File: src/rtl/lmfp_pkg.sv
// shared constants, codes and types of the led matrix frame plotter
package lmfp_pkg;

    localparam int DISPLAY_WIDTH     = 64;
    localparam int DISPLAY_HEIGHT    = 32;
    localparam int CLOCK_BIT         = 6;
    localparam int SCAN_ROWS_MAX_DEF = 16;
    localparam int SLOTS_PER_ROW_DEF = 128;

    localparam int POS_W  = 10;
    localparam int COL_W  = 3;
    localparam int PIX_W  = 2 * COL_W;
    localparam int BYTE_W = 8;
    localparam int SROW_W = 4;
    localparam int LSLOT_W = 7;
    localparam int XW     = $clog2(DISPLAY_WIDTH);
    localparam int YW     = $clog2(DISPLAY_HEIGHT);
    localparam int ROW_W  = 4;
    localparam int SLOT_W = XW + 1;

    localparam logic [BYTE_W-1:0] CLK_MASK = BYTE_W'(1 << CLOCK_BIT);

    localparam logic [1:0] CMD_CLEAR = 2'd0;
    localparam logic [1:0] CMD_DRAW  = 2'd1;
    localparam logic [1:0] CMD_SWAP  = 2'd2;
    localparam logic [1:0] CMD_READ  = 2'd3;

    localparam logic [1:0] SCAN_4  = 2'd0;
    localparam logic [1:0] SCAN_8  = 2'd1;
    localparam logic [1:0] SCAN_16 = 2'd2;

    localparam logic [1:0] ORIENT_IDENT       = 2'd0;
    localparam logic [1:0] ORIENT_SWAP        = 2'd1;
    localparam logic [1:0] ORIENT_ROT180      = 2'd2;
    localparam logic [1:0] ORIENT_SWAP_MIRROR = 2'd3;

    localparam logic REG_SCAN_MODE   = 1'b0;
    localparam logic REG_ORIENTATION = 1'b1;

    typedef enum logic [1:0] {
        ST_IDLE,
        ST_EXEC,
        ST_FINISH,
        ST_SWEEP
    } state_t;

    typedef struct packed {
        logic              hit;
        logic              lower;
        logic [ROW_W-1:0]  row;
        logic [SLOT_W-1:0] slot;
    } map_t;

endpackage

File: src/rtl/lmfp_mapper.sv
// pixel mapper: orientation, screen clipping and scan row / line slot layout
module lmfp_mapper #(
    parameter int SCAN_ROWS_MAX = lmfp_pkg::SCAN_ROWS_MAX_DEF,
    parameter int SLOTS_PER_ROW = lmfp_pkg::SLOTS_PER_ROW_DEF
) (
    input  logic signed [lmfp_pkg::POS_W-1:0] draw_x,
    input  logic signed [lmfp_pkg::POS_W-1:0] draw_y,
    input  logic [1:0]                        scan_mode,
    input  logic [1:0]                        orientation,
    output lmfp_pkg::map_t                    map
);

    localparam int EW = lmfp_pkg::POS_W + 1;
    localparam int XW = lmfp_pkg::XW;
    localparam int YW = lmfp_pkg::YW;
    localparam logic signed [EW-1:0] X_LAST = EW'(lmfp_pkg::DISPLAY_WIDTH - 1);
    localparam logic signed [EW-1:0] Y_LAST = EW'(lmfp_pkg::DISPLAY_HEIGHT - 1);
    localparam logic signed [EW-1:0] X_LIM  = EW'(lmfp_pkg::DISPLAY_WIDTH);
    localparam logic signed [EW-1:0] Y_LIM  = EW'(lmfp_pkg::DISPLAY_HEIGHT);
    localparam logic [YW-1:0]        HALF_H = YW'(lmfp_pkg::DISPLAY_HEIGHT / 2);

    logic                 swap_axes;
    logic                 mirror;
    logic signed [EW-1:0] sx;
    logic signed [EW-1:0] sy;
    logic signed [EW-1:0] ox;
    logic signed [EW-1:0] oy;
    logic                 on_screen;
    logic [XW-1:0]        x;
    logic [YW-1:0]        y;
    logic [YW-1:0]        s;
    logic                 mode_ok;

    always_comb
    begin
        swap_axes = (orientation == lmfp_pkg::ORIENT_SWAP)
                 || (orientation == lmfp_pkg::ORIENT_SWAP_MIRROR);
        mirror    = (orientation == lmfp_pkg::ORIENT_ROT180)
                 || (orientation == lmfp_pkg::ORIENT_SWAP_MIRROR);

        sx = swap_axes ? {draw_y[lmfp_pkg::POS_W-1], draw_y}
                       : {draw_x[lmfp_pkg::POS_W-1], draw_x};
        sy = swap_axes ? {draw_x[lmfp_pkg::POS_W-1], draw_x}
                       : {draw_y[lmfp_pkg::POS_W-1], draw_y};
        ox = mirror ? X_LAST - sx : sx;
        oy = mirror ? Y_LAST - sy : sy;

        on_screen = !ox[EW-1] && !oy[EW-1] && (ox < X_LIM) && (oy < Y_LIM);
        x = ox[XW-1:0];
        y = oy[YW-1:0];

        map.lower = (y >= HALF_H);
        s = map.lower ? y - HALF_H : y;

        mode_ok  = 1'b1;
        map.row  = '0;
        map.slot = '0;
        case (scan_mode)
            lmfp_pkg::SCAN_4:
            begin
                map.row  = lmfp_pkg::ROW_W'(y[1:0]);
                map.slot = lmfp_pkg::SLOT_W'(x);
            end
            lmfp_pkg::SCAN_8:
            begin
                // folded rows: lower half of each 16-slot group runs forward
                if (s >= YW'(8))
                begin
                    map.row  = lmfp_pkg::ROW_W'(s - YW'(8));
                    map.slot = {x[XW-1:3], 1'b0, x[2:0]};
                end
                else
                begin
                    map.row  = lmfp_pkg::ROW_W'(s);
                    map.slot = {x[XW-1:3], 1'b1, ~x[2:0]};
                end
            end
            lmfp_pkg::SCAN_16:
            begin
                map.row  = lmfp_pkg::ROW_W'(y[3:0]);
                map.slot = lmfp_pkg::SLOT_W'(x);
            end
            default:
            begin
                mode_ok = 1'b0;
            end
        endcase

        map.hit = on_screen && mode_ok
               && (32'(map.row) < SCAN_ROWS_MAX)
               && (32'(map.slot) < SLOTS_PER_ROW);
    end

endmodule

File: config.mk
export PLATFORM = sky130hd
export DESIGN_NAME = lmfp_mapper
export DESIGN_NICKNAME = d
export VERILOG_FILES = /design/src/rtl/lmfp_pkg.sv /design/src/rtl/lmfp_mapper.sv
export SDC_FILE = /design/constraint.sdc
export NUM_CORES = 1
export LEC_CHECK = 0
export BUFFER_PORTS_ARGS = -buffer_cell sky130_fd_sc_hd__buf_2
export CORE_MARGIN = 5
export CORE_UTILIZATION = 45
export DETAILED_ROUTE_END_ITERATION = 10
export PLACE_DENSITY = 0.78
export SLEW_MARGIN = 10
export SYNTH_ARGS = -nofsm -noshare
export SYNTH_HDL_FRONTEND = slang
export SYNTH_SLANG_ARGS = --single-unit
export TNS_END_PERCENT = 20
File: constraint.sdc
create_clock -name vclk -period 4.8
set_input_delay 0.48 -clock vclk [all_inputs]
set_output_delay 0.48 -clock vclk [all_outputs]
set_load 0.03 [all_outputs]
==> results.toml, run 1 <==
[routing]
dr.pass1.iters = 4
via_count = 852
drt_iter0_markers = 17
via_per_inst = 5.92
drc = 0
wl_met1_um = 881
wl_met2_um = 1090
wl_met3_um = 129
wl_um = 2100
antenna_left = 0
top_layer = "met3"
wl_per_cell_um = 14.6

[cells_and_area]
diodes = 0
design_area_um2 = 900
final_nets = 156
nFillCells = 148
drive_above_1_share_pct = 35.9
seq_area_um2 = 0
num-clock-buffers = 0
synthToLayoutAreaGrowth_pct = 18.1
seq_cell_count = 0

[cts]
cts_setup_buffers = 0
cts_resized = 0
ctsHoldBuffers = 0

[critical_path]
crit_fanout = 33
critPathKind = "input port to output port"
critPathLaunchType = "input port"
cp_slowest_cell = "mux4_1"
cpPeakStageDelay_ns = 0.56
end_kind = "output port"
crit_top_cell = "buf_2"
cp_data_required_time_ns = 4.32
crit_chain = "buf_2 -> mux2i_1 -> ha_1 -> nand2b_1 -> mux4_1 -> o211ai_1 -> nor3_2 -> buf_2"
arrival_ns = 2.57

[die]
die_area_um2 = 2620
core-area_um2 = 1560
dieHeight_um = 51.2
start_util_pct = 48.9
rows = 14
pin_count = 37
die-width_um = 51.2

[synthesis]
synth-xor-area-share_pct = 14.9
synthDistinctLibCells = 34
synth_nets = 125
synth_compound_area_share_pct = 14.3
syn_avg_cell_area_um2 = 7.70
synthCells = 99
synth_top_cell_by_area = "mux2i_1"
yosysWarnings = 0
synth-simple-area-share_pct = 23.5
ys_seq_area_share_pct = 0
netlist_area_um2 = 762
synth.area.mux_share_pct = 33.7
synthAdderAreaFrac_pct = 3.28
synth_top_family_by_area = "multiplexers"
synth_top_cells_by_area = "mux2i_1 21%, xor2_1 9.2%, mux2_2 7.4%"
synth_top_area_share_pct = 21.0

[job]
max-cap-violations = 0

[placement]
io_buffers = 37
hpwl_um = 1640
placed_area_um2 = 900
gp_congestion = 0.906

[power]
combinationalPowerShare_pct = 100.0
p_per_area_nw_per_um2 = 130
power.total_mw = 0.117
switching_share_pct = 61.8
seqPwrFrac_pct = 0
p_leak_nw = 0.434
p_int_mw = 0.0447
ir_drop_mv = 0.0736
clkPwrFrac_pct = 0
p_switching_mw = 0.0724

[global_route]
grt_pass1_wl_um = 3490
grtUsageTotal_pct = 16.1
first_global_vias = 785
antenna_found_initial = 0
grt-ovfl-total = 0
grt_max_degree = 34

[timing]
slew_headroom_pct = 53.5
drv_slew = 0
finalHoldViolations = 0
setup_viol = 0
max_slew.worst_pin.slew_ns = 0.698
fin_crit_ns = 3.05
period_share_pct = 63.6
grt_setup_unrepaired = "false"
timing.setup.tns_ns = 0
timing.fmax_mhz = 327

[hold_path]
min_to = "map[10]"
holdCritStartpoint = "scan_mode[1]"
min_path_type = "input port to output port"
whs_path_depth = 4

[status]
status = "finished, final reports clean"
[power by group through the flow]
stage	clock, mW	combinational (mW)	sequential [mW]
floorplan	0	0.0861	0
global placement	0	0.114	0
detailed placement	0	0.116	0
CTS	0	0.117	0
global route	0	0.127	0
finish	0	0.117	0
[kinds of logic after synthesis]
kind of cell    Yosys count
fa+ha+maj                 2
compound gates           17
simple gates             33
buf+inv                  11
mux                      23
xor+xnor                 13
[layer usage]
metal | track usage, % | vias up
met5 | 0 | -
met4 | 0.897 | 0
met3 | 0.291 | 0
met2 | 30.5 | 42
met1 | 21.0 | 385
li1 | - | 425
[cells in the mapped netlist (2+ instances only)]
cell	instances
buf_2	2
buf_6	2
inv_1	3
nor2_1	11
xor2_1	8
mux2i_1	16
o21ai_0	2
nor3_1	8
nand3_1	3
nand2b_1	3
xnor2_1	5
nor3b_1	2
a21oi_1	7
o22ai_1	2
mux2_2	5
ha_1	2
[worst max-delay path, delay by kind of cell]
kind            cells  cell delay [ns]
compound gates      1             0.12
fa+ha+maj           1             0.19
buf+inv             2             0.72
mux                 2             0.87
simple gates        2             0.19
[worst max-delay path by stage]
stage / start / end / slack [ns] / depth (start not counted)
after floorplan: orientation[0] / map[12] / 2.09 / 9
after global placement: orientation[0] / map[12] / 1.85 / 8
after detailed placement: orientation[0] / map[12] / 1.76 / 8
after CTS: orientation[0] / map[12] / 1.76 / 8
after global routing: orientation[0] / map[12] / 1.59 / 8
final: orientation[0] / map[12] / 1.75 / 8
[layout make-up]
class | instances | area (um^2) | share of cell area [%]
repair buffers | 37 | 185 | 20.6
well taps | 16 | 20.0 | 2.23
inverters | 3 | 11.3 | 1.25
multi-input cells | 88 | 683 | 75.9
[metrics by stage]
stage               utilization (%)  std cells  hold WS [ns]  worst slack (ns)
finish                         57.7        144          1.40              1.75
global route                   57.7        144          1.42              1.59
CTS                            57.7        144          1.40              1.76
detailed placement             57.7        144          1.40              1.76
global placement               57.7        144          1.36              1.85
floorplan                         -         99          1.16              2.09
[cell usage in the layout, fill, tap and decap left out, types with 5 or more instances in the layout]
cell type,Yosys,routed
a21oi_1,7,7
buf_2,2,37
mux2_2,5,5
mux2i_1,16,16
nor2_1,11,11
nor3_1,8,8
xnor2_1,5,5
xor2_1,8,8
Power figures use the tool's default switching activity.
==> run 2: changes to the inputs <==
clock period = 3.2 ns   (was 4.8 ns; I/O delays follow)
==> results.toml, run 2 (synthesized netlist as in run 1, its figures left out) <==
[die]
dieHeight_um = 51.2
pin_count = 37
rows = 14
die-width_um = 51.2
die_area_um2 = 2620
start_util_pct = 48.9
core-area_um2 = 1560

[timing]
grt_setup_unrepaired = "false"
period_share_pct = 79.7
finalHoldViolations = 0
timing.fmax_mhz = 392
slew_headroom_pct = 67.5
fin_crit_ns = 2.55
setup_viol = 0
drv_slew = 0
timing.setup.tns_ns = 0
max_slew.worst_pin.slew_ns = 0.488

[status]
status = "finished, final reports clean"

[critical_path]
path_buf_inv = 2
end_kind = "output port"
cp_slowest_cell = "mux4_1"
path_delay_family = "multiplexers"
crit_fanout = 24
cp_data_required_time_ns = 2.88
cpPeakStageDelay_ns = 0.55
crit_top_cell = "buf_2"
arrival_ns = 2.23
critPathLaunchType = "input port"
critPathKind = "input port to output port"
crit_chain = "buf_2 -> mux2i_1 -> ha_1 -> nand2b_1 -> mux4_1 -> o211ai_1 -> nor3_2 -> buf_2"

[placement]
gp_congestion = 0.854
placed_area_um2 = 907
io_buffers = 37
hpwl_um = 1650

[cells_and_area]
num-clock-buffers = 0
synthToLayoutAreaGrowth_pct = 19.0
design_area_um2 = 907
seq_cell_count = 0
drive_above_1_share_pct = 36.4
diodes = 0
final_cell_mix = "37 x buf_2, 16 x mux2i_1, 11 x nor2_1"
nFillCells = 150
final_common_cell = "buf_2"
final_util_pct = 58.2
final_nets = 157
multi_input_area_um2 = 683
seq_area_um2 = 0

[global_route]
first_global_vias = 789
grtUsageTotal_pct = 15.2
grt-ovfl-total = 0
antenna_found_initial = 0
grt_max_degree = 25
grt_pass1_wl_um = 3310

[cts]
cts_setup_buffers = 0
ctsHoldBuffers = 0
cts_resized = 0

[routing]
via_count = 854
drc = 0
wl_per_cell_um = 13.9
dr.pass1.iters = 4
wl_um = 2020
antenna_left = 0
via_per_inst = 5.89
drt_iter0_markers = 11

[job]
max-cap-violations = 0

[power]
p_per_area_nw_per_um2 = 194
p_leak_nw = 0.439
ir_drop_mv = 0.113

[hold_path]
min_path_type = "input port to output port"
-- run 2: cell count changes in the layout (fill, tap and decap cells not counted), sizes merged --
cell	change
buf	+1
-- run 2: path summary, 6_finish.rpt --
path | startpoint | to | cells after the start
worst max-delay path | orientation[0] | map[12] | 8
worst min-delay path | scan_mode[1] | map[10] | 4
-- run 2: cell type report --
type                            instances  area share, %
Inverter                                3           1.24
Multi-Input combinational cell         88           75.3
Tap cell                               16           2.21
Timing Repair Buffer                   38           21.2
-- run 2: where the power goes --
group	leakage, nW	switching, mW	internal (mW)
Clock	0	0	0
Combinational	0.439	0.108	0.0677
Sequential	0	0	0
Total	0.439	0.108	0.0677
-- run 2: layer usage --
layer  global-route usage [%]  routed length, um
met1                     20.1                861
met2                     27.3               1040
met3                     1.45                110
met4                     1.79                  0
met5                        0                  0
-- run 2: metrics by stage --
step | power (mW) | worst slack, ns | instances | hold WS [ns]
floorplan | 0.129 | 0.808 | 99 | 0.837
global placement | 0.171 | 0.729 | 145 | 1.03
detailed placement | 0.175 | 0.658 | 145 | 1.06
CTS | 0.176 | 0.662 | 145 | 1.05
global route | 0.190 | 0.490 | 145 | 1.07
finish | 0.176 | 0.649 | 145 | 1.05
-- run 2: worst min-delay path, delay by kind of cell --
kind	cells	cell delay (ns)
buffers and inverters	2	0.28
and+or+nand+nor	2	0.13
==> run 3: changes to the inputs <==
ABC_AREA = 1   (was unset)
PLACE_DENSITY = 0.8   (was 0.78)
clock period = 2.3 ns   (was 3.2 ns; I/O delays follow)
==> results.toml, run 3 <==
[cells_and_area]
final_common_cell = "nand2_1"
diodes = 0
drive_above_1_share_pct = 27.9
final_util_pct = 56.6
final_nets = 225
seq_area_um2 = 0
nFillCells = 183
final_cell_mix = "69 x nand2_1, 37 x buf_2, 24 x inv_1"
synthToLayoutAreaGrowth_pct = 19.4
num-clock-buffers = 0
seq_cell_count = 0
multi_input_area_um2 = 658

[synthesis]
synth_top_area_share_pct = 31.3
synth-simple-area-share_pct = 54.2
synth_compound_area_share_pct = 15.0
synthAdderAreaFrac_pct = 3.03
netlist_top_cells_count = "69 x nand2_1, 24 x inv_1, 12 x nor2_1"
synthDistinctLibCells = 21
synth_most_common_cell = "nand2_1"
synth_top_family_by_area = "simple AND/OR/NAND/NOR gates"
yosysWarnings = 0
netlist_area_um2 = 827
syn_avg_cell_area_um2 = 5.01
synthCells = 165
synth.area.mux_share_pct = 0
ys_seq_area_share_pct = 0
synth_top_cells_by_area = "nand2_1 31%, inv_1 11%, xor2_1 7.4%"
synth_nets = 191
synth_top_cell_by_area = "nand2_1"
synth-xor-area-share_pct = 7.41

[cts]
cts_setup_buffers = 0
cts_resized = 0
ctsHoldBuffers = 0

[timing]
timing.fmax_mhz = 479
period_share_pct = 90.8
slew_headroom_pct = 69.7
setup_viol = 0
grt_setup_unrepaired = "false"
max_slew.worst_pin.slew_ns = 0.454
fin_crit_ns = 2.09
drv_slew = 0
finalHoldViolations = 0
timing.setup.tns_ns = 0

[routing]
drc = 0
via_per_inst = 4.67
via_count = 1036
wl_per_cell_um = 9.32
antenna_left = 0
drt_iter0_markers = 7
dr.pass1.iters = 4
wl_um = 2070

[placement]
gp_congestion = 0.815
hpwl_um = 1810
io_buffers = 37

[critical_path]
critPathKind = "input port to output port"
crit_start = "orientation[0]"
cp_data_required_time_ns = 2.07
critPathLaunchType = "input port"
arrival_ns = 1.86
crit_fanout = 15
end_kind = "output port"
endpoint = "map[12]"

[global_route]
grt_max_degree = 19
first_global_vias = 900
grt_pass1_wl_um = 3540
antenna_found_initial = 0
grtUsageTotal_pct = 15.6
grt-ovfl-total = 0

[status]
status = "finished, final reports clean"

[hold_path]
whs_path_depth = 3
min_path_type = "input port to output port"

[die]
die-width_um = 52.9
core-area_um2 = 1750
dieHeight_um = 52.9
pin_count = 37
start_util_pct = 47.4
die_area_um2 = 2800
rows = 15

[power]
ir_drop_mv = 0.106
p_per_area_nw_per_um2 = 252
p_leak_nw = 0.630

[job]
max-cap-violations = 0
run 3: changes by cell type after synthesis, moves of 3 or more:
cell      previous run  this run
nand2_1              1        69
inv_1                3        24
mux2i_1             16         0
nor3_1               8         0
o21ai_0              2        10
o21ai_1              0         8
mux2_2               5         0
nand2_2              0         5
xnor2_1              5         0
nand2_4              0         4
nand2b_1             3         0
nand3_2              0         3
run 3: how the worst min path moves through the flow:
stage	from	to	slack (ns)
floorplan	scan_mode[1]	map[10]	0.65
global placement	scan_mode[1]	map[3]	0.81
detailed placement	scan_mode[1]	map[3]	0.82
CTS	scan_mode[1]	map[3]	0.82
global route	scan_mode[1]	map[3]	0.84
finish	scan_mode[1]	map[3]	0.83
run 3: final cells by class:
cell class,instances,share of cell area (%)
inverter,26,10.6
multi-input combinational,133,66.7
timing repair buffer,38,19.5
tap,25,3.17
run 3: kinds of logic (layout without fill, tap and decap cells):
group                      Yosys count  count (layout)
and+or+nand+nor                    100             100
adders and majority gates            2               2
buffers and inverters               32              64
AOI/OAI and AO/OA                   24              24
xor gates and xnor gates             7               7
run 3: through the flow:
step           hold slack, ns  cells  setup WS, ns  total power [mW]  instance area [um^2]
3_5_place_dp            0.823    222         0.212             0.249                   987
6_report                0.827    222         0.213             0.249                   987
5_1_grt                 0.843    222        0.0314             0.280                   987
4_1_cts                 0.822    222         0.204             0.250                   987
3_3_place_gp            0.810    222         0.295             0.243                   987
2_1_floorplan           0.648    165         0.433             0.192                   827
run 3: worst max-delay path, stage by stage:
cell,delay (ns)
buf_2,0.26
inv_8,0.09
nand2_1,0.09
nand2_1,0.08
ha_1,0.29
nand2_1,0.07
nand2_1,0.05
inv_1,0.07
nand2_2,0.05
nor2_2,0.07
nand3_1,0.07
nor2_1,0.11
nand2_1,0.07
nor2_2,0.07
buf_2,0.19
run 3: per-layer routing:
metal	vias up	share of wire [%]	wire length, um	global-route usage, %
met5	-	0	0	0
met4	0	0	0	0
met3	0	5.1	106	0
met2	20	51	1060	31.2
met1	452	44	902	19.5
li1	564	-	-	-
run 3: power by group:
group	total, mW	internal (mW)	switching [mW]
Clock	0	0	0
Sequential	0	0	0
Combinational	0.249	0.0829	0.166
Total	0.249	0.0829	0.166
