--- src/rtl/lmfp_pkg.sv ---
// shared constants, codes and types of the led matrix frame plotter
package lmfp_pkg;

    localparam int DISPLAY_WIDTH     = 64;
    localparam int DISPLAY_HEIGHT    = 32;
    localparam int CLOCK_BIT         = 6;
    localparam int SCAN_ROWS_MAX_DEF = 16;
    localparam int SLOTS_PER_ROW_DEF = 128;

    localparam int POS_W  = 10;
    localparam int COL_W  = 3;
    localparam int PIX_W  = 2 * COL_W;
    localparam int BYTE_W = 8;
    localparam int SROW_W = 4;
    localparam int LSLOT_W = 7;
    localparam int XW     = $clog2(DISPLAY_WIDTH);
    localparam int YW     = $clog2(DISPLAY_HEIGHT);
    localparam int ROW_W  = 4;
    localparam int SLOT_W = XW + 1;

    localparam logic [BYTE_W-1:0] CLK_MASK = BYTE_W'(1 << CLOCK_BIT);

    localparam logic [1:0] CMD_CLEAR = 2'd0;
    localparam logic [1:0] CMD_DRAW  = 2'd1;
    localparam logic [1:0] CMD_SWAP  = 2'd2;
    localparam logic [1:0] CMD_READ  = 2'd3;

    localparam logic [1:0] SCAN_4  = 2'd0;
    localparam logic [1:0] SCAN_8  = 2'd1;
    localparam logic [1:0] SCAN_16 = 2'd2;

    localparam logic [1:0] ORIENT_IDENT       = 2'd0;
    localparam logic [1:0] ORIENT_SWAP        = 2'd1;
    localparam logic [1:0] ORIENT_ROT180      = 2'd2;
    localparam logic [1:0] ORIENT_SWAP_MIRROR = 2'd3;

    localparam logic REG_SCAN_MODE   = 1'b0;
    localparam logic REG_ORIENTATION = 1'b1;

    typedef enum logic [1:0] {
        ST_IDLE,
        ST_EXEC,
        ST_FINISH,
        ST_SWEEP
    } state_t;

    typedef struct packed {
        logic              hit;
        logic              lower;
        logic [ROW_W-1:0]  row;
        logic [SLOT_W-1:0] slot;
    } map_t;

endpackage

--- src/rtl/lmfp_ctrl.sv ---
// command sequencer: buffer select, sweeps, read-modify-write and result register
module lmfp_ctrl #(
    parameter int SCAN_ROWS_MAX = lmfp_pkg::SCAN_ROWS_MAX_DEF,
    parameter int SLOTS_PER_ROW = lmfp_pkg::SLOTS_PER_ROW_DEF,
    localparam int BUF_ENTRIES   = SCAN_ROWS_MAX * SLOTS_PER_ROW,
    localparam int STORE_ENTRIES = 2 * BUF_ENTRIES,
    localparam int AW            = $clog2(STORE_ENTRIES)
) (
    input  logic                                 clk,
    input  logic                                 rst_n,
    input  logic                                 in_valid,
    output logic                                 in_stall,
    input  logic [1:0]                           cmd,
    input  logic signed [lmfp_pkg::POS_W-1:0]    pos_x,
    input  logic signed [lmfp_pkg::POS_W-1:0]    pos_y,
    input  logic [lmfp_pkg::COL_W-1:0]           color,
    input  logic [lmfp_pkg::SROW_W-1:0]          scan_row,
    input  logic [lmfp_pkg::LSLOT_W-1:0]         line_slot,
    output logic                                 out_valid,
    input  logic                                 out_stall,
    output logic [lmfp_pkg::BYTE_W-1:0]          data_byte,
    output logic [lmfp_pkg::BYTE_W-1:0]          strobe_byte,
    input  logic                                 cfg_we,
    input  logic                                 cfg_index,
    input  logic [1:0]                           cfg_data,
    output logic signed [lmfp_pkg::POS_W-1:0]    draw_x,
    output logic signed [lmfp_pkg::POS_W-1:0]    draw_y,
    output logic [1:0]                           scan_mode,
    output logic [1:0]                           orientation,
    input  lmfp_pkg::map_t                       map,
    output logic                                 mem_we,
    output logic [AW-1:0]                        mem_waddr,
    output logic [lmfp_pkg::PIX_W-1:0]           mem_wdata,
    output logic                                 mem_re,
    output logic [AW-1:0]                        mem_raddr,
    input  logic [lmfp_pkg::PIX_W-1:0]           mem_rdata
);

    localparam logic [AW-1:0] BUF_BASE   = AW'(BUF_ENTRIES);
    localparam logic [AW-1:0] BUF_LAST   = AW'(BUF_ENTRIES - 1);
    localparam logic [AW-1:0] STORE_LAST = AW'(STORE_ENTRIES - 1);
    localparam logic [AW-1:0] ROW_STRIDE = AW'(SLOTS_PER_ROW);
    localparam int            CW         = lmfp_pkg::COL_W;
    localparam int            PW         = lmfp_pkg::PIX_W;

    lmfp_pkg::state_t state_reg, state_next;

    logic                               active_reg, active_next;
    logic [1:0]                         scan_mode_reg;
    logic [1:0]                         orient_reg;
    logic [AW-1:0]                      sweep_addr_reg, sweep_addr_next;
    logic [AW-1:0]                      sweep_last_reg, sweep_last_next;
    logic [PW-1:0]                      fill_reg, fill_next;
    logic                               out_valid_reg, out_valid_next;
    logic [PW-1:0]                      out_data_reg, out_data_next;

    logic [1:0]                         cmd_reg;
    logic signed [lmfp_pkg::POS_W-1:0]  pos_x_reg;
    logic signed [lmfp_pkg::POS_W-1:0]  pos_y_reg;
    logic [CW-1:0]                      color_reg;
    logic [lmfp_pkg::SROW_W-1:0]        srow_reg;
    logic [lmfp_pkg::LSLOT_W-1:0]       lslot_reg;
    logic [AW-1:0]                      addr_reg, addr_next;
    logic [PW-1:0]                      pix_reg, pix_next;
    logic                               zero_reg, zero_next;

    logic                               in_accept;
    logic [AW-1:0]                      back_base;
    logic [AW-1:0]                      front_base;
    logic [AW-1:0]                      draw_addr;
    logic [AW-1:0]                      read_addr;
    logic                               read_ok;

    assign in_accept   = in_valid && (state_reg == lmfp_pkg::ST_IDLE);
    assign in_stall    = (state_reg != lmfp_pkg::ST_IDLE);
    assign out_valid   = out_valid_reg;
    assign data_byte   = lmfp_pkg::BYTE_W'(out_data_reg);
    assign strobe_byte = lmfp_pkg::BYTE_W'(out_data_reg) | lmfp_pkg::CLK_MASK;
    assign draw_x      = pos_x_reg;
    assign draw_y      = pos_y_reg;
    assign scan_mode   = scan_mode_reg;
    assign orientation = orient_reg;

    assign back_base  = active_reg ? '0 : BUF_BASE;
    assign front_base = active_reg ? BUF_BASE : '0;
    assign draw_addr  = back_base + AW'(map.row) * ROW_STRIDE + AW'(map.slot);
    assign read_addr  = front_base + AW'(srow_reg) * ROW_STRIDE + AW'(lslot_reg);
    assign read_ok    = (32'(srow_reg) < SCAN_ROWS_MAX) && (32'(lslot_reg) < SLOTS_PER_ROW);

    always_ff @(posedge clk or negedge rst_n)
    begin
        if (!rst_n)
        begin
            state_reg      <= lmfp_pkg::ST_SWEEP;
            active_reg     <= 1'b0;
            scan_mode_reg  <= lmfp_pkg::SCAN_16;
            orient_reg     <= lmfp_pkg::ORIENT_IDENT;
            sweep_addr_reg <= '0;
            sweep_last_reg <= STORE_LAST;
            fill_reg       <= '0;
            out_valid_reg  <= 1'b0;
        end
        else
        begin
            state_reg      <= state_next;
            active_reg     <= active_next;
            sweep_addr_reg <= sweep_addr_next;
            sweep_last_reg <= sweep_last_next;
            fill_reg       <= fill_next;
            out_valid_reg  <= out_valid_next;
            if (cfg_we)
            begin
                if (cfg_index == lmfp_pkg::REG_SCAN_MODE)
                begin
                    scan_mode_reg <= cfg_data;
                end
                else
                begin
                    orient_reg <= cfg_data;
                end
            end
        end
    end

    always_ff @(posedge clk)
    begin
        if (in_accept)
        begin
            cmd_reg   <= cmd;
            pos_x_reg <= pos_x;
            pos_y_reg <= pos_y;
            color_reg <= color;
            srow_reg  <= scan_row;
            lslot_reg <= line_slot;
        end
        addr_reg     <= addr_next;
        pix_reg      <= pix_next;
        zero_reg     <= zero_next;
        out_data_reg <= out_data_next;
    end

    always_comb
    begin
        state_next      = state_reg;
        active_next     = active_reg;
        sweep_addr_next = sweep_addr_reg;
        sweep_last_next = sweep_last_reg;
        fill_next       = fill_reg;
        out_valid_next  = out_valid_reg;
        out_data_next   = out_data_reg;
        addr_next       = addr_reg;
        pix_next        = pix_reg;
        zero_next       = zero_reg;
        mem_we          = 1'b0;
        mem_waddr       = addr_reg;
        mem_wdata       = mem_rdata | pix_reg;
        mem_re          = 1'b0;
        mem_raddr       = addr_reg;

        // result transfer frees the output register
        if (out_valid_reg && !out_stall)
        begin
            out_valid_next = 1'b0;
        end

        case (state_reg)
            lmfp_pkg::ST_IDLE:
            begin
                if (in_valid)
                begin
                    case (cmd)
                        lmfp_pkg::CMD_CLEAR:
                        begin
                            sweep_addr_next = back_base;
                            sweep_last_next = back_base + BUF_LAST;
                            fill_next       = {color, color};
                            state_next      = lmfp_pkg::ST_SWEEP;
                        end
                        lmfp_pkg::CMD_SWAP:
                        begin
                            active_next = ~active_reg;
                        end
                        lmfp_pkg::CMD_DRAW,
                        lmfp_pkg::CMD_READ:
                        begin
                            state_next = lmfp_pkg::ST_EXEC;
                        end
                        default:
                        begin
                            state_next = lmfp_pkg::ST_IDLE;
                        end
                    endcase
                end
            end
            lmfp_pkg::ST_EXEC:
            begin
                if (cmd_reg == lmfp_pkg::CMD_DRAW)
                begin
                    if (map.hit)
                    begin
                        mem_re     = 1'b1;
                        mem_raddr  = draw_addr;
                        addr_next  = draw_addr;
                        pix_next   = map.lower ? {color_reg, CW'(0)} : {CW'(0), color_reg};
                        state_next = lmfp_pkg::ST_FINISH;
                    end
                    else
                    begin
                        state_next = lmfp_pkg::ST_IDLE;
                    end
                end
                else
                begin
                    zero_next  = !read_ok;
                    mem_re     = read_ok;
                    mem_raddr  = read_addr;
                    state_next = lmfp_pkg::ST_FINISH;
                end
            end
            lmfp_pkg::ST_FINISH:
            begin
                if (cmd_reg == lmfp_pkg::CMD_DRAW)
                begin
                    // write back the or-ed pixel
                    mem_we     = 1'b1;
                    state_next = lmfp_pkg::ST_IDLE;
                end
                else if (!out_valid_reg || !out_stall)
                begin
                    out_valid_next = 1'b1;
                    out_data_next  = zero_reg ? '0 : mem_rdata;
                    state_next     = lmfp_pkg::ST_IDLE;
                end
            end
            lmfp_pkg::ST_SWEEP:
            begin
                mem_we    = 1'b1;
                mem_waddr = sweep_addr_reg;
                mem_wdata = fill_reg;
                if (sweep_addr_reg == sweep_last_reg)
                begin
                    state_next = lmfp_pkg::ST_IDLE;
                end
                else
                begin
                    sweep_addr_next = sweep_addr_reg + AW'(1);
                end
            end
            default:
            begin
                state_next = lmfp_pkg::ST_IDLE;
            end
        endcase
    end

endmodule

--- config.mk ---
export PLATFORM = sky130hd
export DESIGN_NAME = lmfp_ctrl
export DESIGN_NICKNAME = d
export VERILOG_FILES = /design/src/rtl/lmfp_pkg.sv /design/src/rtl/lmfp_ctrl.sv
export SDC_FILE = /design/constraint.sdc
export NUM_CORES = 1
export LEC_CHECK = 0
export BUFFER_PORTS_ARGS = -buffer_cell sky130_fd_sc_hd__buf_2
export CORE_AREA = 2 2 116 118
export DETAILED_ROUTE_END_ITERATION = 8
export DIE_AREA = 0 0 118 120
export PLACE_DENSITY = 0.59
export SLEW_MARGIN = 20
export SYNTH_ARGS = -nofsm -noshare
export SYNTH_HDL_FRONTEND = slang
export SYNTH_SLANG_ARGS = --single-unit
--- constraint.sdc ---
create_clock -name clk -period 1.95 [get_ports clk]
set_input_delay 0.4875 -clock clk [delete_from_list [all_inputs] [get_ports clk]]
set_output_delay 0.4875 -clock clk [all_outputs]
set_load 0.05 [all_outputs]
==> results of run 1 <==
-- per-layer routing --
layer | track usage [%] | routed length, um | up-vias
li1 | - | - | 1454
met1 | 17.2 | 3950 | 1494
met3 | 4.28 | 660 | 21
met5 | 0 | 0 | -
met4 | 7.76 | 259 | 0
met2 | 23.8 | 4970 | 121
-- logic make-up (layout without fill, tap and decap cells) --
| group | Yosys count | after routing | share of synthesized area, % |
|---|---|---|---|
| xor gates and xnor gates | 2 | 2 | 0.461 |
| muxes | 27 | 27 | 7.61 |
| AOI/OAI and AO/OA | 50 | 50 | 8.67 |
| buffers and inverters | 28 | 191 | 4.32 |
| and+or+nand+nor | 125 | 125 | 15.0 |
| adders and majority gates | 1 | 1 | 0.329 |
| DFF | 84 | 84 | 63.4 |
| other | 2 | 4 | 0.198 |
-- final cells by class --
| type | instances | area, sq um | share of cell area [%] |
|---|---|---|---|
| Clock inverter | 3 | 22.5 | 0.378 |
| Clock buffer | 13 | 240 | 4.03 |
| Multi-Input combinational cell | 209 | 1690 | 28.3 |
| Sequential cell | 84 | 2410 | 40.4 |
| Tap cell | 176 | 220 | 3.69 |
| Timing Repair Buffer | 171 | 1370 | 22.9 |
| Inverter | 4 | 18.8 | 0.315 |
-- power groups by stage --
stage,clock [uW],sequential (uW),combinational [uW]
floorplan,0,3090,2200
global placement,0,2690,3470
detailed placement,0,2710,3500
CTS,1620,2690,4310
global route,1690,2790,4640
finish,1560,2720,4400
-- worst max-delay path by stage --
stage | endpoint | slack [ns] | depth (start not counted)
2_1_floorplan | mem_raddr[10] | -0.13 | 5
3_3_place_gp | mem_raddr[9] | -0.23 | 5
3_5_place_dp | mem_raddr[6] | -0.31 | 5
4_1_cts | mem_raddr[0] | -0.21 | 6
5_1_grt | mem_wdata[5] | -0.24 | 5
6_report | mem_raddr[6] | -0.18 | 5
-- worst max-delay path, stage by stage, from the launching register on --
cell      delay, ns
edfxtp_1       0.43
nor2b_4        0.20
buf_12         0.18
mux2i_4        0.26
o21ai_4        0.06
buf_6          0.15
-- Yosys cell counts (6+ instances only) --
cell type and count:
a31oi_1 8, clkbuf_1 6, edfxtp_1 60, nor2b_1 6, nor2_1 19, nand2_1 63
dfrtp_1 20, buf_4 10, mux2_2 15, a21oi_1 8, nor3_1 12, mux2i_1 12
o21ai_0 18
-- timing repair --
action	CTS	global route
cloned	3	1
pin swaps	7	10
setup endpoints to repair	32	34
buffers inserted	10	0
gates resized for setup	114	34
hold buffers	0	0
-- metrics by stage --
stage / setup slack (ns) / area [sq um]
2_1_floorplan: -0.133 / 4020
3_3_place_gp: -0.232 / 5000
3_5_place_dp: -0.308 / 5000
4_1_cts: -0.205 / 5840
5_1_grt: -0.243 / 5960
6_report: -0.176 / 5960
==> reports/summary.txt, run 1 <==
Status = finished, violations left
Failing checks = setup timing
Final Max Slew Viols = 0
Final setup margin = -0.176 ns
Largest net degree at the start of global routing = 32
Core area = 13,000 sq um
Yosys warnings = 0
Worst hold path type = input port to asynchronous set/reset pin
Antenna viol nets, final = 0
Largest cells by area after synthesis = edfxtp_1 (47%), dfrtp_1 (13%), nand2_1 (6.2%)
Die area = 14,200 sq um
First-pass DRT Iterations = 4
CP Capture Type = primary output
Most common cell after layout, fill and taps aside = buf_2
Clk root buf = clkbuf_16
Fin. Hold Viols = 0
Fin cells = 660
Synthesized area = 3800 sq um
Per-cell routed wire length = 14.9 um
Sequential fraction of the synthesis area = 63.4%
Final setup fails = 32
Sequential share of power = 31.4%
Layout net count = 543
DRC = 0
Peak Freq = 470 MHz
Total CTS buffers = 9
Clock Tree Buf Depth = 2
Initial antenna violation count = 0
Maximum VDD drop = 798 uV
Vias = 3,090
Worst EP arrival = 1.64 ns
Worst Hold Margin = 0.128 ns
DR vias/cell = 4.68
Post-synth top area share = 47.4%
Util after Layout = 45.9%
Worst Tran Pin Value = 0.567 ns
FF+latch count, synth = 84
Number of global-route vias before repair = 3,187
Share of layout cells above drive strength 1 = 57.2%
Count of flip-flops with a built-in enable after synthesis = 60
Clock network fraction of total power = 18.0%
Diodes inserted = 0
Initial Utilization = 29.3%
Switching share of total power = 42.9%
Final Routed Wirelength = 9.84 mm
Remaining Overflow, GRT = 0
Number of cells after detailed placement = 632
Reg-to-reg slack, setup = 0.12 ns
P_leak = 0.00250 uW
Psw = 3720 uW
Number of fill cells in the layout = 1,194
Final Cycle Share = 109%
Area grow syn2layout = 57.0%
CP Launch Point = cmd_reg[1]
Top_reg_cell synth = edfxtp_1
Number of max-cap violations = 0
GRT Resource Usage Total = 14.5%
CP Max Fanout = 6
Initial DRC Count = 177
Pwr dens = 1460 nW/um^2
Reg2reg start = state_reg[1]
Relative max-transition margin = 62.2%
Commonest non-fill, non-tap cells in the layout = buf_2 (98), edfxtp_1 (60), nand2_1 (41)
I/O pin cnt = 137
Die Ht = 120 um
H-tree Lvls = 3
CP Launch Type = register
Sinks on Clock Net = 84
Reg2Reg Depth = 5
Critical Path RT = 1.46 ns
Syn Inst Count = 319
TritonCTS clock tree = built
Worst r2r dst = sweep_addr_reg[5]
TNS Setup = -4.34 ns
Clock Skews = 0.00774 ns
First-pass GRT wire length = 15.8 mm
Critical setup path kind = register to primary output
Synth unique cells = 47
Port bufs = 132
Overall Power = 8680 uW
Syn avg cell area = 11.9 sq um
Pint = 4960 uW
Die X = 118 um
Gate power share = 50.6%
Worst skew pair latency = 0.34 ns
RSZ-0062 raised after global routing = yes
Routability cong. = 0.738
Worst-path clk slew = 0.06 ns
Row cnt = 42
Detailed Place HPWL = 6.67 mm
Tmin final = 2.13 ns
Most area-hungry cell type in the Yosys netlist = edfxtp_1
Share of flip-flops with an asynchronous set or reset = 28.6%
Note: power is estimated with default switching activity, not from simulation.
==> inputs of run 2 (changes only) <==
--- a/config.mk
+++ b/config.mk
@@ -9,6 +9,7 @@
 export CORE_AREA = 2 2 116 118
 export DETAILED_ROUTE_END_ITERATION = 8
 export DIE_AREA = 0 0 118 120
+export HOLD_SLACK_MARGIN = 0.03
 export PLACE_DENSITY = 0.59
 export SLEW_MARGIN = 20
 export SYNTH_ARGS = -nofsm -noshare
==> constraint.sdc (replaced) <==
create_clock -name clk -period 1.95 [get_ports clk]
set_input_delay 0.39 -clock clk [delete_from_list [all_inputs] [get_ports clk]]
set_output_delay 0.39 -clock clk [all_outputs]
set_load 0.05 [all_outputs]
==> reports/summary.txt, run 2 (same netlist as run 1, synthesis figures left out) <==
Tmin final = 2.04 ns (was 2.13 ns)
Worst EP arrival = 1.65 ns (was 1.64 ns)
RSZ-0062 raised after global routing = yes (unchanged)
Critical path, cell by cell = nand2b_4 > clkbuf_16 > nand2_2 > o21ai_2 > buf_6 (was nor2b_4 > buf_12 > mux2i_4 > o21ai_4 > buf_6)
Overall Power = 8650 uW (was 8680 uW)
TNS Setup = -1.84 ns (was -4.34 ns)
Worst skew pair latency = 0.34 ns (about the same)
DP Worst Slack = -0.0600 ns (was -0.308 ns)
H-tree Lvls = 3 (unchanged)
Core area = 13,000 sq um (unchanged)
CP Max Fanout = 6 (unchanged)
CTS Hold Buffers Added = 0 (unchanged)
Initial antenna violation count = 0 (unchanged)
Maximum VDD drop = 796 uV (was 798 uV)
Worst hold path type = input port to asynchronous set/reset pin (unchanged)
Pwr dens = 1500 nW/um^2 (was 1460 nW/um^2)
Largest net degree at the start of global routing = 35 (was 32)
P_leak = 0.00240 uW (was 0.00250 uW)
I/O pin cnt = 137 (unchanged)
Total CTS buffers = 9 (unchanged)
Crit path buffers/inverters = 2 (unchanged)
Critical setup path kind = register to primary output (unchanged)
First-pass GRT wire length = 15.1 mm (was 15.8 mm)
Number of max-cap violations = 0 (unchanged)
Share of layout cells above drive strength 1 = 55.4% (was 57.2%)
First-pass DRT Iterations = 4 (unchanged)
Vias = 2,953 (was 3,090)
Diodes inserted = 0 (unchanged)
Initial Utilization = 29.3% (unchanged)
GRT Resource Usage Total = 13.8% (was 14.5%)
Clock Skews = 0.00878 ns (was 0.00774 ns)
Final setup margin = -0.0939 ns (was -0.176 ns)
Critical Path RT = 1.56 ns (was 1.46 ns)
Number of fill cells in the layout = 1,207 (was 1,194)
Relative max-transition margin = 62.3% (was 62.2%)
Number of global-route vias before repair = 3,060 (was 3,187)
Fin cells = 651 (was 660)
Commonest non-fill, non-tap cells in the layout = buf_2 (100), edfxtp_1 (60), nand2_1 (39) (was buf_2 (98), edfxtp_1 (60), nand2_1 (41))
CP Capture Type = primary output (unchanged)
Peak Freq = 489 MHz (was 470 MHz)
CP Launch Type = register (unchanged)
Row cnt = 42 (unchanged)
Clk root buf = clkbuf_16 (unchanged)
Layout net count = 534 (was 543)
Area grow syn2layout = 51.7% (was 57.0%)
Routability cong. = 0.748 (was 0.738)
Most common cell after layout, fill and taps aside = buf_2 (unchanged)
Final Max Slew Viols = 0 (unchanged)
Port bufs = 132 (unchanged)
Failing checks = setup timing (unchanged)
DR vias/cell = 4.54 (was 4.68)
Reg-to-reg slack, setup = 0.11 ns (was 0.12 ns)
Initial DRC Count = 181 (was 177)
Crit path max-delay family = flip-flops (unchanged)
Final Cycle Share = 105% (was 109%)
DRC = 0 (unchanged)
Status = finished, violations left (unchanged)
Antenna viol nets, final = 0 (unchanged)
Die X = 118 um (unchanged)
Clock Tree Buf Depth = 2 (unchanged)
Worst Tran Pin Value = 0.566 ns (was 0.567 ns)
Sinks on Clock Net = 84 (unchanged)
TritonCTS clock tree = built (unchanged)
Slowest cell on crit path = dfstp_2 (was edfxtp_1)
Die area = 14,200 sq um (unchanged)
Worst-path clk slew = 0.06 ns (about the same)
Final Routed Wirelength = 9.56 mm (was 9.84 mm)
Die Ht = 120 um (unchanged)
Per-cell routed wire length = 14.7 um (was 14.9 um)
Largest stage delay on the critical path = 0.58 ns (was 0.43 ns)
Fin. Hold Viols = 0 (unchanged)
Detailed Place HPWL = 6.61 mm (was 6.67 mm)
Final setup fails = 30 (was 32)
Number of cells after detailed placement = 624 (was 632)
Remaining Overflow, GRT = 0 (unchanged)
==> run 2: cell count changes in the layout (fill, tap and decap cells not counted), moves of 4 or more <==
| cell | before | now |
|---|---|---|
| mux2i_4 | 9 | 0 |
| nand2_2 | 13 | 22 |
| buf_4 | 28 | 21 |
| nand2_4 | 10 | 3 |
| mux2i_2 | 0 | 5 |
| mux2i_1 | 3 | 7 |
==> run 2: worst paths after layout <==
check	to	start	depth (start not counted)
worst min register to register	fill_reg[4]	fill_reg[4]	2
worst min-delay path	active_reg	rst_n	1
worst max register to register	sweep_addr_reg[11]	sweep_addr_reg[1]	5
max in group asynchronous	scan_mode[1]	rst_n	1
min in group clk	draw_x[8]	pos_x[8]	1
worst max-delay path	mem_raddr[1]	state_reg[1]	5
==> run 2: metrics by stage <==
stage | hold slack [ns] | area (sq um) | utilization (%)
finish | 0.0391 | 5760 | 44.4
detailed placement | 0.422 | 4930 | 38.0
CTS | 0.0536 | 5530 | 42.6
global placement | 0.422 | 4930 | 38.0
global route | 0.0836 | 5760 | 44.4
floorplan | 0.0944 | 3990 | -
==> run 2: what timing repair did <==
action,CTS,global route
gates cloned,2,2
pin swaps,1,5
endpoints found under the setup margin,31,32
gates resized for setup,74,38
setup buffers,1,6
==> run 2: layer usage <==
metal | part of all wire [%] | up-vias | routed length [um] | GRT usage [%]
li1 | - | 1442 | - | -
met1 | 42 | 1395 | 4000 | 15.8
met2 | 50 | 103 | 4760 | 23.0
met3 | 6.8 | 13 | 652 | 5.75
met4 | 1.6 | 0 | 150 | 4.97
met5 | 0 | - | 0 | 0
==> run 2: area by class of cell <==
type	count	area [sq um]	share of cell area [%]
sequential	84	2410	41.8
multi-input combinational	209	1540	26.7
timing repair buffer	162	1270	22.0
clock buffer	12	236	4.11
tap	176	220	3.82
clock inverter	4	73.8	1.28
inverter	4	18.8	0.326
==> run 2: where the power goes <==
| part | switching, uW | internal, uW | total [uW] |
|---|---|---|---|
| Sequential | 303 | 2410 | 2710 |
| Clock | 682 | 1120 | 1810 |
| Combinational | 2620 | 1510 | 4130 |
==> run 2: worst register-to-register path: stages (launching register included) <==
cell and delay, ns:
dfrtp_1 0.43, ha_1 0.27, nand3_2 0.14, o41ai_4 0.51, nand2_4 0.16, a22o_1 0.23
==> inputs of run 3 (changes only) <==
--- a/config.mk
+++ b/config.mk
@@ -7,6 +7,7 @@
 export LEC_CHECK = 0
 export BUFFER_PORTS_ARGS = -buffer_cell sky130_fd_sc_hd__buf_2
 export CORE_AREA = 2 2 116 118
+export CTS_BUF_LIST = sky130_fd_sc_hd__clkbuf_8
 export DETAILED_ROUTE_END_ITERATION = 8
 export DIE_AREA = 0 0 118 120
 export HOLD_SLACK_MARGIN = 0.03
==> reports/summary.txt, run 3 (same netlist as run 1, synthesis figures left out) <==
Area grow syn2layout = 51.4% (was 51.7%)
RSZ-0062 raised after global routing = yes (unchanged)
Final setup margin = -0.127 ns (was -0.0939 ns)
Clk root buf = clkbuf_8 (was clkbuf_16)
Tmin final = 2.08 ns (was 2.04 ns)
Layout net count = 537 (was 534)
Worst EP arrival = 1.69 ns (was 1.65 ns)
Die X = 118 um (unchanged)
First-pass DRT Iterations = 4 (unchanged)
Number of fill cells in the layout = 1,219 (was 1,207)
Antenna viol nets, final = 0 (unchanged)
Placed cell areas = 4930 sq um (unchanged)
Number of global-route vias before repair = 3,065 (was 3,060)
Clock Skews = 0.0108 ns (was 0.00878 ns)
CP Capture Type = primary output (unchanged)
H-tree Lvls = 3 (unchanged)
Per-cell routed wire length = 14.6 um (was 14.7 um)
Critical Path RT = 1.56 ns (about the same)
Most common cell after layout, fill and taps aside = buf_2 (unchanged)
Diodes inserted = 0 (unchanged)
Port bufs = 132 (unchanged)
Final Routed Wirelength = 9.55 mm (was 9.56 mm)
Hold Crit Depth = 1
Total CTS buffers = 9 (unchanged)
Share of layout cells above drive strength 1 = 55.2% (was 55.4%)
CP Launch Point = state_reg[1] (unchanged)
Commonest non-fill, non-tap cells in the layout = buf_2 (100), edfxtp_1 (60), nand2_1 (40) (was buf_2 (100), edfxtp_1 (60), nand2_1 (39))
Remaining Overflow, GRT = 0 (unchanged)
TNS Setup = -2.96 ns (was -1.84 ns)
CP Max Fanout = 6 (unchanged)
Worst skew pair latency = 0.37 ns (was 0.34 ns)
Failing checks = setup timing (unchanged)
Reg2reg start = sweep_addr_reg[1] (unchanged)
CP Launch Type = register (unchanged)
Die area = 14,200 sq um (unchanged)
Worst-path clk slew = 0.08 ns (was 0.06 ns)
Final setup fails = 31 (was 30)
Sinks on Clock Net = 84 (unchanged)
Die Ht = 120 um (unchanged)
P_leak = 0.00240 uW (about the same)
Critical setup path kind = register to primary output (unchanged)
Initial antenna violation count = 0 (unchanged)
Util after Layout = 44.3% (was 44.4%)
Pwr dens = 1440 nW/um^2 (was 1500 nW/um^2)
TritonCTS clock tree = built (unchanged)
Final Cycle Share = 107% (was 105%)
Clock Tree Buf Depth = 2 (unchanged)
Initial Utilization = 29.3% (unchanged)
Detailed Place HPWL = 6.61 mm (unchanged)
DP Worst Slack = -0.0600 ns (unchanged)
Final Instance Area = 5750 sq um (was 5760 sq um)
First-pass GRT wire length = 15.0 mm (was 15.1 mm)
Hold Path Origin = line_slot[2]
DR vias/cell = 4.53 (was 4.54)
Number of max-cap violations = 0 (unchanged)
Final Max Slew Viols = 0 (unchanged)
Fin. Hold Viols = 0 (unchanged)
Core area = 13,000 sq um (unchanged)
Overall Power = 8260 uW (was 8650 uW)
Largest net degree at the start of global routing = 35 (unchanged)
Maximum VDD drop = 909 uV (was 796 uV)
GRT Resource Usage Total = 13.7% (was 13.8%)
Worst hold path type = input port to register (was input port to asynchronous set/reset pin)
Peak Freq = 481 MHz (was 489 MHz)
Reg2Reg Depth = 5 (unchanged)
Status = finished, violations left (unchanged)
I/O pin cnt = 137 (unchanged)
Row cnt = 42 (unchanged)
Worst Tran Pin Value = 0.573 ns (was 0.566 ns)
Vias = 2,964 (was 2,953)
DRC = 0 (unchanged)
Initial DRC Count = 139 (was 181)
Routability cong. = 0.748 (unchanged)
Relative max-transition margin = 61.8% (was 62.3%)
==> run 3: cell types whose count changed in the layout (fill, tap and decap cells not counted), sizes merged <==
cell / previous run / this run
buf: 159 / 162
inv: 3 / 6
dlygate4sd3: 0 / 1
clkbuf: 15 / 11
==> run 3: timing repair <==
action	CTS	global route
pin swaps	2	6
endpoints found under the hold margin	20	0
gates resized for setup	79	41
cloned	2	2
buffers inserted	2	7
hold buffers	1	0
endpoints found under the setup margin	32	32
==> run 3: final timing paths <==
| kind | endpoint | slack (ns) |
|---|---|---|
| worst max-delay path | mem_raddr[1] | -0.13 |
| worst min-delay path | lslot_reg[2] | 0.19 |
| worst max register to register | sweep_addr_reg[11] | 0.11 |
| worst min register to register | fill_reg[4] | 0.49 |
| max in group asynchronous | out_valid | 1.02 |
| min in group asynchronous | active_reg | 0.55 |
==> run 3: metal layers <==
metal | global-route usage (%) | vias up | part of all wire, %
li1 | - | 1442 | -
met1 | 15.7 | 1402 | 42
met2 | 23.0 | 105 | 50
met3 | 5.32 | 15 | 6.3
met4 | 5.65 | 0 | 1.9
met5 | 0 | - | 0
==> run 3: through the flow <==
| stage | instances | hold WS (ns) |
|---|---|---|
| finish | 654 | 0.192 |
| global route | 654 | 0.162 |
| CTS | 645 | 0.160 |
| detailed placement | 624 | 0.422 |
| global placement | 624 | 0.422 |
| floorplan | 321 | 0.0944 |
==> run 3: critical path: stages (launching register included) <==
cell	delay [ns]
dfstp_2	0.59
nand2b_4	0.24
clkbuf_16	0.18
nand2_1	0.06
o21ai_2	0.07
buf_6	0.17
==> run 3: area by class of cell <==
class | count | area [sq um] | area share [%]
repair buffers | 165 | 1310 | 22.8
flip-flops and latches | 84 | 2410 | 41.9
clock buffers | 9 | 124 | 2.15
clock inverters | 7 | 85.1 | 1.48
inverters | 4 | 18.8 | 0.326
well taps | 176 | 220 | 3.83
multi-input cells | 209 | 1580 | 27.6
==> run 3: power breakdown <==
part	switching (uW)	internal (uW)	total (uW)
logic	2640	1580	4220
clock network	614	707	1320
registers	310	2410	2720
